$ cat src/rowl_pkg.sv
// Package for the relocating object word loader: codes, constants and helpers.
package rowl_pkg;

  localparam int ITEMS_PER_BLOCK = 9;

  localparam logic [17:0] START_OFFSET_RESET = 18'o100;
  localparam logic [35:0] MAGIC_NEW = 36'o124641635413;
  localparam logic [35:0] MAGIC_OLD = 36'o124641635412;
  localparam logic [17:0] HALF_ONES = 18'o777777;
  localparam logic [35:0] WORD_ONES = 36'o777777777777;

  // Loader phases, one-hot.
  typedef enum logic [10:0] {
    PH_MAGIC    = 11'b000_0000_0001,
    PH_VERSION  = 11'b000_0000_0010,
    PH_RELOC    = 11'b000_0000_0100,
    PH_ITEM     = 11'b000_0000_1000,
    PH_ATOMSKIP = 11'b000_0001_0000,
    PH_DEFUNVAL = 11'b000_0010_0000,
    PH_DDTVAL   = 11'b000_0100_0000,
    PH_QLIST    = 11'b000_1000_0000,
    PH_ELIST    = 11'b001_0000_0000,
    PH_HASH     = 11'b010_0000_0000,
    PH_HALT     = 11'b100_0000_0000
  } phase_t;

  // Result kinds.
  typedef enum logic [2:0] {
    KIND_MEM       = 3'd0,
    KIND_FUNC_SYM  = 3'd1,
    KIND_DDT_SYM   = 3'd2,
    KIND_END_OK    = 3'd3,
    KIND_BAD_MAGIC = 3'd4,
    KIND_BAD_CODE  = 3'd5
  } kind_t;

  // Per-item relocation codes.
  typedef enum logic [3:0] {
    C_LOAD      = 4'd0,
    C_RELOC     = 4'd1,
    C_CLEAR     = 4'd2,
    C_LOAD_ALT  = 4'd3,
    C_CLEAR_ALT = 4'd4,
    C_QLIST     = 4'd5,
    C_NOP_A     = 4'd6,
    C_PATCH     = 4'd7,
    C_NOP_B     = 4'd8,
    C_BAD       = 4'd9,
    C_ATOM      = 4'd10,
    C_DEFUN     = 4'd11,
    C_ADDR      = 4'd12,
    C_DDT       = 4'd13,
    C_ELIST     = 4'd14,
    C_END       = 4'd15
  } item_code_t;

  // Type field (top three bits) of list words and atom entries.
  localparam logic [2:0] LIST_BAD_A = 3'd5;
  localparam logic [2:0] LIST_BAD_B = 3'd6;
  localparam logic [2:0] LIST_END   = 3'd7;

  localparam logic [2:0] ATOM_RH_LEN_A = 3'd0;
  localparam logic [2:0] ATOM_ONE_A    = 3'd1;
  localparam logic [2:0] ATOM_ONE_B    = 3'd2;
  localparam logic [2:0] ATOM_RH_LEN_B = 3'd3;
  localparam logic [2:0] ATOM_TWO_A    = 3'd4;
  localparam logic [2:0] ATOM_TWO_B    = 3'd5;
  localparam logic [2:0] ATOM_FOUR     = 3'd6;

  // Pick the code for a slot, most significant nibble first.
  function automatic logic [3:0] slot_code(input logic [35:0] rw, input logic [3:0] slot);
    logic [3:0] c;
    case (slot)
      4'd0:    c = rw[35:32];
      4'd1:    c = rw[31:28];
      4'd2:    c = rw[27:24];
      4'd3:    c = rw[23:20];
      4'd4:    c = rw[19:16];
      4'd5:    c = rw[15:12];
      4'd6:    c = rw[11:8];
      4'd7:    c = rw[7:4];
      4'd8:    c = rw[3:0];
      default: c = 4'd0;
    endcase
    return c;
  endfunction

  // Relocate right half (flag bit 0) and/or left half (flag bit 1).
  function automatic logic [35:0] sym_reloc(input logic [35:0] v, input logic [2:0] flags,
                                            input logic [17:0] off);
    logic [17:0] lh;
    logic [17:0] rh;
    lh = v[35:18];
    rh = v[17:0];
    if (flags[0]) rh = rh + off;
    if (flags[1]) lh = lh + off;
    return {lh, rh};
  endfunction

endpackage

$ cat src/relocating_object_word_loader.sv
// Relocating object word loader: top level, decode, state and result register.
//
//  channel | direction | handshake            | payload
//  --------+-----------+----------------------+-----------------------------------------
//  in      | request   | in_valid / in_stall  | in_word
//  out     | result    | out_valid / out_stall| kind, mem_address, value, symbol_key
//  cfg     | write     | cfg_we               | cfg_data (start_offset)
//
// One word per cycle while results are not stalled: a request sits in the input register,
// is decoded against the loader state by one 18-bit add and a small decode, and its result
// (if any) is registered into the output register as the request leaves the input register.
// Reset (synchronous, rst high) returns to waiting for the magic word, start_offset 64.
// A stalled result holds the output register; the input register keeps taking a
// request while the result register frees up in the same cycle.
module relocating_object_word_loader
  import rowl_pkg::*;
(
  input  logic        clk,
  input  logic        rst,
  input  logic        cfg_we,
  input  logic [17:0] cfg_data,
  input  logic        in_valid,
  output logic        in_stall,
  input  logic [35:0] in_word,
  output logic        out_valid,
  input  logic        out_stall,
  output logic [2:0]  kind,
  output logic [17:0] mem_address,
  output logic [35:0] value,
  output logic [31:0] symbol_key
);

  // Configuration register.
  logic [17:0] start_offset;

  // Input register.
  logic        s1_valid;
  logic [35:0] s1_word;

  // Loader state.
  phase_t      phase, phase_next;
  logic [35:0] reloc_word, reloc_word_next;
  logic [3:0]  slot_count, slot_count_next;
  logic [17:0] load_address, load_address_next;
  logic [35:0] last_word, last_word_next;
  logic [17:0] skip_count, skip_count_next;
  logic [31:0] pending_key, pending_key_next;
  logic [2:0]  pending_flags, pending_flags_next;

  // Result of the current request.
  logic        res_valid;
  kind_t       res_kind;
  logic [17:0] res_addr;
  logic [35:0] res_value;
  logic [31:0] res_key;

  logic advance;
  logic in_accept;

  // Advance the input register whenever the result register is free or draining.
  assign advance   = s1_valid && (!out_valid || !out_stall);
  assign in_stall  = s1_valid && !advance;
  assign in_accept = in_valid && !in_stall;

  always_comb begin
    logic        fin;
    logic        ld;
    logic [35:0] ld_word;
    logic        lw;
    logic        lw_q;
    logic        bad;
    logic [2:0]  wtype;
    logic [17:0] atom_len;
    logic [3:0]  slot_inc;
    item_code_t  code;

    phase_next         = phase;
    reloc_word_next    = reloc_word;
    slot_count_next    = slot_count;
    load_address_next  = load_address;
    last_word_next     = last_word;
    skip_count_next    = skip_count;
    pending_key_next   = pending_key;
    pending_flags_next = pending_flags;

    res_valid = 1'b0;
    res_kind  = KIND_MEM;
    res_addr  = '0;
    res_value = '0;
    res_key   = '0;

    fin      = 1'b0;
    ld       = 1'b0;
    ld_word  = '0;
    lw       = 1'b0;
    lw_q     = 1'b0;
    bad      = 1'b0;
    atom_len = '0;
    wtype    = s1_word[35:33];
    slot_inc = slot_count + 4'd1;
    code     = item_code_t'(slot_code(reloc_word, slot_count));

    if (advance) begin
      unique case (phase)
        PH_MAGIC: begin
          if (s1_word == MAGIC_NEW || s1_word == MAGIC_OLD) begin
            phase_next = PH_VERSION;
          end else begin
            phase_next = PH_HALT;
            res_valid  = 1'b1;
            res_kind   = KIND_BAD_MAGIC;
            res_value  = s1_word;
          end
        end
        PH_VERSION: begin
          load_address_next = start_offset;
          phase_next        = PH_RELOC;
        end
        PH_RELOC: begin
          reloc_word_next = s1_word;
          slot_count_next = '0;
          phase_next      = PH_ITEM;
        end
        PH_ITEM: begin
          case (code) inside
            C_LOAD, C_LOAD_ALT: begin
              ld      = 1'b1;
              ld_word = s1_word;
              fin     = 1'b1;
            end
            C_RELOC: begin
              ld      = 1'b1;
              ld_word = {s1_word[35:18], s1_word[17:0] + start_offset};
              fin     = 1'b1;
            end
            C_CLEAR, C_CLEAR_ALT: begin
              ld      = 1'b1;
              ld_word = {s1_word[35:18], 18'd0};
              fin     = 1'b1;
            end
            C_QLIST: begin
              lw   = 1'b1;
              lw_q = 1'b1;
            end
            C_ELIST: lw = 1'b1;
            C_PATCH: begin
              // Only an all-ones word patches: add offset into the left half.
              if (s1_word == WORD_ONES) begin
                last_word_next = {last_word[35:18] + start_offset, last_word[17:0]};
                res_valid      = 1'b1;
                res_kind       = KIND_MEM;
                res_addr       = load_address - 18'd1;
                res_value      = {last_word[35:18] + start_offset, last_word[17:0]};
              end
              fin = 1'b1;
            end
            C_NOP_A, C_NOP_B: fin = 1'b1;
            C_BAD: bad = 1'b1;
            C_ATOM: begin
              case (wtype) inside
                ATOM_RH_LEN_A, ATOM_RH_LEN_B: atom_len = s1_word[17:0];
                ATOM_ONE_A, ATOM_ONE_B:       atom_len = 18'd1;
                ATOM_TWO_A, ATOM_TWO_B:       atom_len = 18'd2;
                ATOM_FOUR:                    atom_len = 18'd4;
                default:                      bad = 1'b1;
              endcase
              if (!bad) begin
                skip_count_next = atom_len;
                if (atom_len == 18'd0) begin
                  fin = 1'b1;
                end else begin
                  phase_next = PH_ATOMSKIP;
                end
              end
            end
            C_DEFUN: begin
              pending_key_next = {14'd0, s1_word[35:18]};
              phase_next       = PH_DEFUNVAL;
            end
            C_ADDR: begin
              load_address_next = s1_word[17:0] + start_offset;
              fin               = 1'b1;
            end
            C_DDT: begin
              pending_key_next   = s1_word[31:0];
              pending_flags_next = s1_word[35:33];
              if (s1_word[35]) begin
                phase_next = PH_DDTVAL;
              end else begin
                res_valid = 1'b1;
                res_kind  = KIND_DDT_SYM;
                res_value = sym_reloc({18'd0, load_address}, s1_word[35:33], start_offset);
                res_key   = s1_word[31:0];
                fin       = 1'b1;
              end
            end
            C_END: begin
              phase_next = PH_HALT;
              res_valid  = 1'b1;
              res_kind   = (s1_word == MAGIC_NEW || s1_word == MAGIC_OLD) ? KIND_END_OK
                                                                          : KIND_BAD_MAGIC;
              res_value  = s1_word;
            end
            default: fin = 1'b1;
          endcase
        end
        PH_ATOMSKIP: begin
          skip_count_next = skip_count - 18'd1;
          if (skip_count == 18'd1) fin = 1'b1;
        end
        PH_DEFUNVAL: begin
          res_valid = 1'b1;
          res_kind  = KIND_FUNC_SYM;
          res_value = {18'd0, s1_word[17:0] + start_offset};
          res_key   = pending_key;
          fin       = 1'b1;
        end
        PH_DDTVAL: begin
          res_valid = 1'b1;
          res_kind  = KIND_DDT_SYM;
          res_value = sym_reloc(s1_word, pending_flags, start_offset);
          res_key   = pending_key;
          fin       = 1'b1;
        end
        PH_QLIST: begin
          lw   = 1'b1;
          lw_q = 1'b1;
        end
        PH_ELIST: lw = 1'b1;
        PH_HASH:  fin = 1'b1;
        default: ;
      endcase

      // List words: stay in the list until its terminator.
      if (lw) begin
        if (wtype == LIST_BAD_A || wtype == LIST_BAD_B) begin
          bad = 1'b1;
        end else if (wtype != LIST_END) begin
          phase_next = lw_q ? PH_QLIST : PH_ELIST;
        end else if (lw_q) begin
          if (s1_word[35:18] == HALF_ONES) begin
            ld      = 1'b1;
            ld_word = s1_word;
          end
          phase_next = PH_HASH;
        end else begin
          fin = 1'b1;
        end
      end

      if (ld) begin
        last_word_next    = ld_word;
        load_address_next = load_address + 18'd1;
        res_valid         = 1'b1;
        res_kind          = KIND_MEM;
        res_addr          = load_address;
        res_value         = ld_word;
      end

      if (bad) begin
        phase_next = PH_HALT;
        res_valid  = 1'b1;
        res_kind   = KIND_BAD_CODE;
        res_addr   = '0;
        res_value  = s1_word;
      end

      // Step to the next slot, or back to a relocation word after the last one.
      if (fin) begin
        slot_count_next = slot_inc;
        phase_next = (slot_inc >= 4'(ITEMS_PER_BLOCK)) ? PH_RELOC : PH_ITEM;
      end
    end
  end

  always_ff @(posedge clk) begin
    if (rst) begin
      start_offset  <= START_OFFSET_RESET;
      s1_valid      <= 1'b0;
      out_valid     <= 1'b0;
      phase         <= PH_MAGIC;
      reloc_word    <= '0;
      slot_count    <= '0;
      load_address  <= START_OFFSET_RESET;
      last_word     <= '0;
      skip_count    <= '0;
      pending_key   <= '0;
      pending_flags <= '0;
    end else begin
      if (cfg_we) start_offset <= cfg_data;

      // Hold the input register until its request advances.
      if (in_accept) begin
        s1_valid <= 1'b1;
      end else if (advance) begin
        s1_valid <= 1'b0;
      end

      // Drop a taken result unless a new one replaces it.
      if (advance) begin
        out_valid <= res_valid;
      end else if (out_valid && !out_stall) begin
        out_valid <= 1'b0;
      end

      phase         <= phase_next;
      reloc_word    <= reloc_word_next;
      slot_count    <= slot_count_next;
      load_address  <= load_address_next;
      last_word     <= last_word_next;
      skip_count    <= skip_count_next;
      pending_key   <= pending_key_next;
      pending_flags <= pending_flags_next;
    end
  end

  // Payload registers.
  always_ff @(posedge clk) begin
    if (in_accept) s1_word <= in_word;
    if (advance && res_valid) begin
      kind        <= res_kind;
      mem_address <= res_addr;
      value       <= res_value;
      symbol_key  <= res_key;
    end
  end

  // Once halted, no further result appears.
  a_halt_quiet: assert property (@(posedge clk) disable iff (rst)
    (phase == PH_HALT && !out_valid) |=> !out_valid)
    else $error("result produced after halt");

  // A slot index past the block never reaches item decode.
  a_slot_range: assert property (@(posedge clk) disable iff (rst)
    (phase == PH_ITEM) |-> (slot_count < 4'(ITEMS_PER_BLOCK)))
    else $error("slot count out of range in item phase");

  // Only memory writes carry an address.
  a_addr_kind: assert property (@(posedge clk) disable iff (rst)
    (out_valid && kind != KIND_MEM) |-> (mem_address == 18'd0))
    else $error("address on a non-write result");

  // A stalled request is held in the input register, never lost.
  a_stall_hold: assert property (@(posedge clk) disable iff (rst)
    in_stall |=> (s1_valid && $stable(s1_word)))
    else $error("stalled request not held");

endmodule

$ cat config.mk
export PLATFORM = sky130hd
export DESIGN_NAME = relocating_object_word_loader
export DESIGN_NICKNAME = d
export VERILOG_FILES = /design/src/rowl_pkg.sv /design/src/relocating_object_word_loader.sv
export SDC_FILE = /design/constraint.sdc
export NUM_CORES = 1
export LEC_CHECK = 0
export BUFFER_PORTS_ARGS = -buffer_cell sky130_fd_sc_hd__buf_2
export CAP_MARGIN = 40
export CELL_PAD_IN_SITES_DETAIL_PLACEMENT = 1
export CELL_PAD_IN_SITES_GLOBAL_PLACEMENT = 1
export CORE_UTILIZATION = 48
export CTS_BUF_LIST = sky130_fd_sc_hd__clkbuf_8
export DETAILED_ROUTE_END_ITERATION = 7
export HOLD_SLACK_MARGIN = 0.12
export PLACE_DENSITY_LB_ADDON = 0.08
export RECOVER_POWER = 25
export SLEW_MARGIN = 20
export SYNTH_ARGS = -nofsm -noshare
export SYNTH_HDL_FRONTEND = slang
export SYNTH_SLANG_ARGS = --single-unit
$ cat constraint.sdc
create_clock -name clk -period 7 [get_ports clk]
set_clock_uncertainty 0.05 [all_clocks]
set_input_delay 0.35 -clock clk [delete_from_list [all_inputs] [get_ports clk]]
set_output_delay 0.35 -clock clk [all_outputs]
set_load 0.02 [all_outputs]
==> flow_summary_export.csv <==
group,metric,value,unit
run,cap_violations,3,
timing,post-route-min-period,5.67,ns
floorplan,core,38700,µm²
final_layout,nNetsFinal,2527,
yosys,synth-async-reset-ratio,0,%
grt,track_usage,39.8,%
yosys,syn_avg_cell_area,8.43,µm²
clock_network,cts-buffers-inserted,54,
critical_path,rr_worst_depth,12,
run_status,status,"finished, violations left",
clock_network,cts_tree,"built",
clock_network,clock_latency,0.68,ns
yosys,yosysSeqAreaShare,38.6,%
detailed_routing,drtIter0Drc,1827,
timing,slew_headroom,-129,%
yosys,synth.cell_area,18900,µm²
critical_path,crit_type,"register to register",
hold_path,hold_class,"input port to register",
timing,rsz0062_at_grt,"false",
floorplan,chipWidth,200,µm
placed_design,dp_hpwl,54.4,mm
timing,worst_pin_slew,3.44,ns
floorplan,num_rows,72,
timing,fmax,176,MHz
critical_path,r2r_setup_slack,1.33,ns
yosys,ys_seq_elements,302,
detailed_routing,vias_per_cell,6.63,
clock_network,cts.htree.levels,2,
clock_network,cts_resized,0,
detailed_routing,drtPass1Iterations,6,
hold_path,whs_path_depth,3,
yosys,ys_types,93,
final_layout,fin_util,56.2,%
power_and_ir_drop,p_leak,8.07,nW
critical_path,cp_max_fo,52,
detailed_routing,wire_per_inst,27.4,µm
clock_network,clockRootBuffer,"clkbuf_8",
floorplan,die_y,200,µm
clock_network,postCtsSetupRepairBufs,0,
detailed_routing,drc,0,
critical_path,critPathLaunchType,"register",
floorplan,initial_core_util,48.8,%
yosys,netlist_top_cells_area,"edfxtp_1, dfxtp_1, a21oi_1",
placed_design,place_ws,1.50,ns
run_status,failed_checks,"max-capacitance violations, max-slew violations",
critical_path,arrival,5.94,ns
detailed_routing,wl,81.0,mm
timing,setup_viol,0,
yosys,synth_top_area_share,19.9,%
clock_network,clockBufferDepth,3,
yosys,ys.flop_type,"dfxtp_1",
floorplan,io_pins,150,
final_layout,final_cell_area,21800,µm²
final_layout,area_growth,15.2,%
final_layout,drive_gt1_share,10.6,%
yosys,syn-instance-count,2240,
yosys,ys.warnings.count,0,
critical_path,end_kind,"register",
hold_path,worstHoldStart,"cfg_we",
power_and_ir_drop,p_per_area,201,nW/µm²
timing,hold_viol_final,0,
hold_path,holdPathEnd,"start_offset[12]",
detailed_routing,vias,19600,
critical_path,r2r_end,"kind[1]",
floorplan,die-area,40100,µm²
placed_design,postPlaceCellArea,20100,µm²
grt,grt_max_degree,144,
clock_network,clk_pin_slew,0.07,ns
power_and_ir_drop,ir_worst_vdd,185,µV
timing,setup_ws,1.33,ns
grt,grt_pass1_wl,122,mm
grt,grt_pass1_vias,19800,
yosys,synth_edf_count,125,
timing,holdWs,0.198,ns
timing,drv_slew,193,
critical_path,required,7.27,ns
clock_network,cts_num_sinks,302,
placed_design,portBuffers,149,
timing,timing.setup.tns,0,ns
timing,period_share,81.0,%
detailed_routing,ant_nets,0,
critical_path,worstReg2RegStart,"slot_count[0]",
yosys,synth_top_cell_by_area,"edfxtp_1",
grt,grt_overflow,0,
placed_design,gp_congestion,0.991,
grt,antenna_found_initial,2,
yosys,syn-num-nets,2380,
sequential cells by signal, indices dropped and copies added, names as in the netlist, 32 cells and up:
register     count
last_word       36
pending_key     32
reloc_word      36
s1_word         36
symbol_key      32
value           36
routing by layer:
| metal | share of wire [%] | vias up | global-route usage [%] | routed length, µm |
|---|---|---|---|---|
| met5 | 0.014 | - | 0 | 11 |
| met2 | 46 | 976 | 63.9 | 36900 |
| met3 | 7.5 | 278 | 6.61 | 6110 |
| met1 | 40 | 9700 | 50.0 | 32500 |
| li1 | - | 8616 | - | - |
| met4 | 6.7 | 2 | 24.6 | 5400 |
worst max path at each step:
stage                  start             end  cells past startpoint
2_1_floorplan  slot_count[0]         kind[0]                     13
3_3_place_gp   slot_count[0]       value[20]                     12
3_5_place_dp   slot_count[0]       value[20]                     12
4_1_cts        slot_count[0]  symbol_key[17]                     12
5_1_grt        slot_count[0]         kind[1]                     12
6_report       slot_count[0]         kind[1]                     12
cell type report:
cell class,instances,area [µm²]
Antenna cell,2,5.00
Multi-Input combinational cell,1733,10800
Clock inverter,38,280
Timing Repair Buffer,262,1700
Fill cell,4663,17000
Sequential cell,302,7300
Inverter,34,130
Tap cell,518,648
Clock buffer,64,881
synthesized netlist by cell type, drive strengths merged (9+ instances only):
cell type	number
nor2b	20
dfxtp	177
xor2	30
or4	19
mux2i	51
and2	18
a21oi	200
nor3	61
a221oi	11
inv	33
ha	77
o31ai	13
xnor2	44
o211ai	11
and3	21
nand4	21
a211oi	43
a31oi	29
o21a	23
buf	28
a222oi	17
a21boi	9
or3	17
o21bai	11
a22oi	36
nand3b	16
a21o	13
edfxtp	125
nor4	23
nand2b	13
or2	14
o21ai	149
a22o	40
nand3	94
nor2	218
nand2	260
clkbuf	143
repair_timing:
action	4_1_cts	5_1_grt
hold buffers	59	0
endpoints found under the setup margin	0	0
hold endpoints to repair	79	0
where the power goes:
part | internal (mW) | switching (mW)
Sequential | 1.88 | 0.0702
Clock | 0.987 | 0.848
Combinational | 0.199 | 0.397
Total | 3.07 | 1.32
critical path, stage by stage (launching register included):
cell and delay (ns):
dfxtp_1 0.45, inv_1 0.13, ha_1 0.32, a222oi_1 0.49, a221oi_2 0.19, o2bb2ai_1 0.68
a21boi_0 0.39, o32a_1 0.31, and2_1 0.43, nand2_1 0.21, o41ai_1 0.78, inv_4 0.44
buf_4 0.47
placed cells by master, fill, tap and decap left out, types with 40 or more instances in the layout:
cell,synthesis,layout
buf_4,7,43
ha_1,77,77
edfxtp_1,125,125
clkbuf_1,143,79
dfxtp_1,177,177
o21ai_0,144,143
nand3_1,92,91
a21oi_1,200,199
mux2i_1,51,51
nor2_1,216,215
dlygate4sd3_1,0,59
nor3_1,61,60
xnor2_1,44,44
a22o_1,40,40
inv_1,33,42
nand2_1,260,259
a211oi_1,42,42
clkbuf_8,0,64
buf_2,11,71
metrics by stage:
| step | cells | power (mW) |
|---|---|---|
| 2_1_floorplan | 2240 | 2.31 |
| 3_3_place_gp | 2776 | 2.52 |
| 3_5_place_dp | 2784 | 2.53 |
| 4_1_cts | 2945 | 4.36 |
| 5_1_grt | 2953 | 4.51 |
| 6_report | 2953 | 4.38 |
cells by family after synthesis:
kind of cell             Yosys count  share of synthesized area [%]
flip-flops                       302                           38.6
adder cells (fa/ha/maj)           81                           5.52
buffers and inverters            205                           4.41
XOR/XNOR                          75                           3.55
AO/OA/AOI/OAI                    680                           23.4
multiplexers                      58                           3.12
AND/OR/NAND/NOR                  839                           21.3
Note: power is estimated with default switching activity, not from simulation.
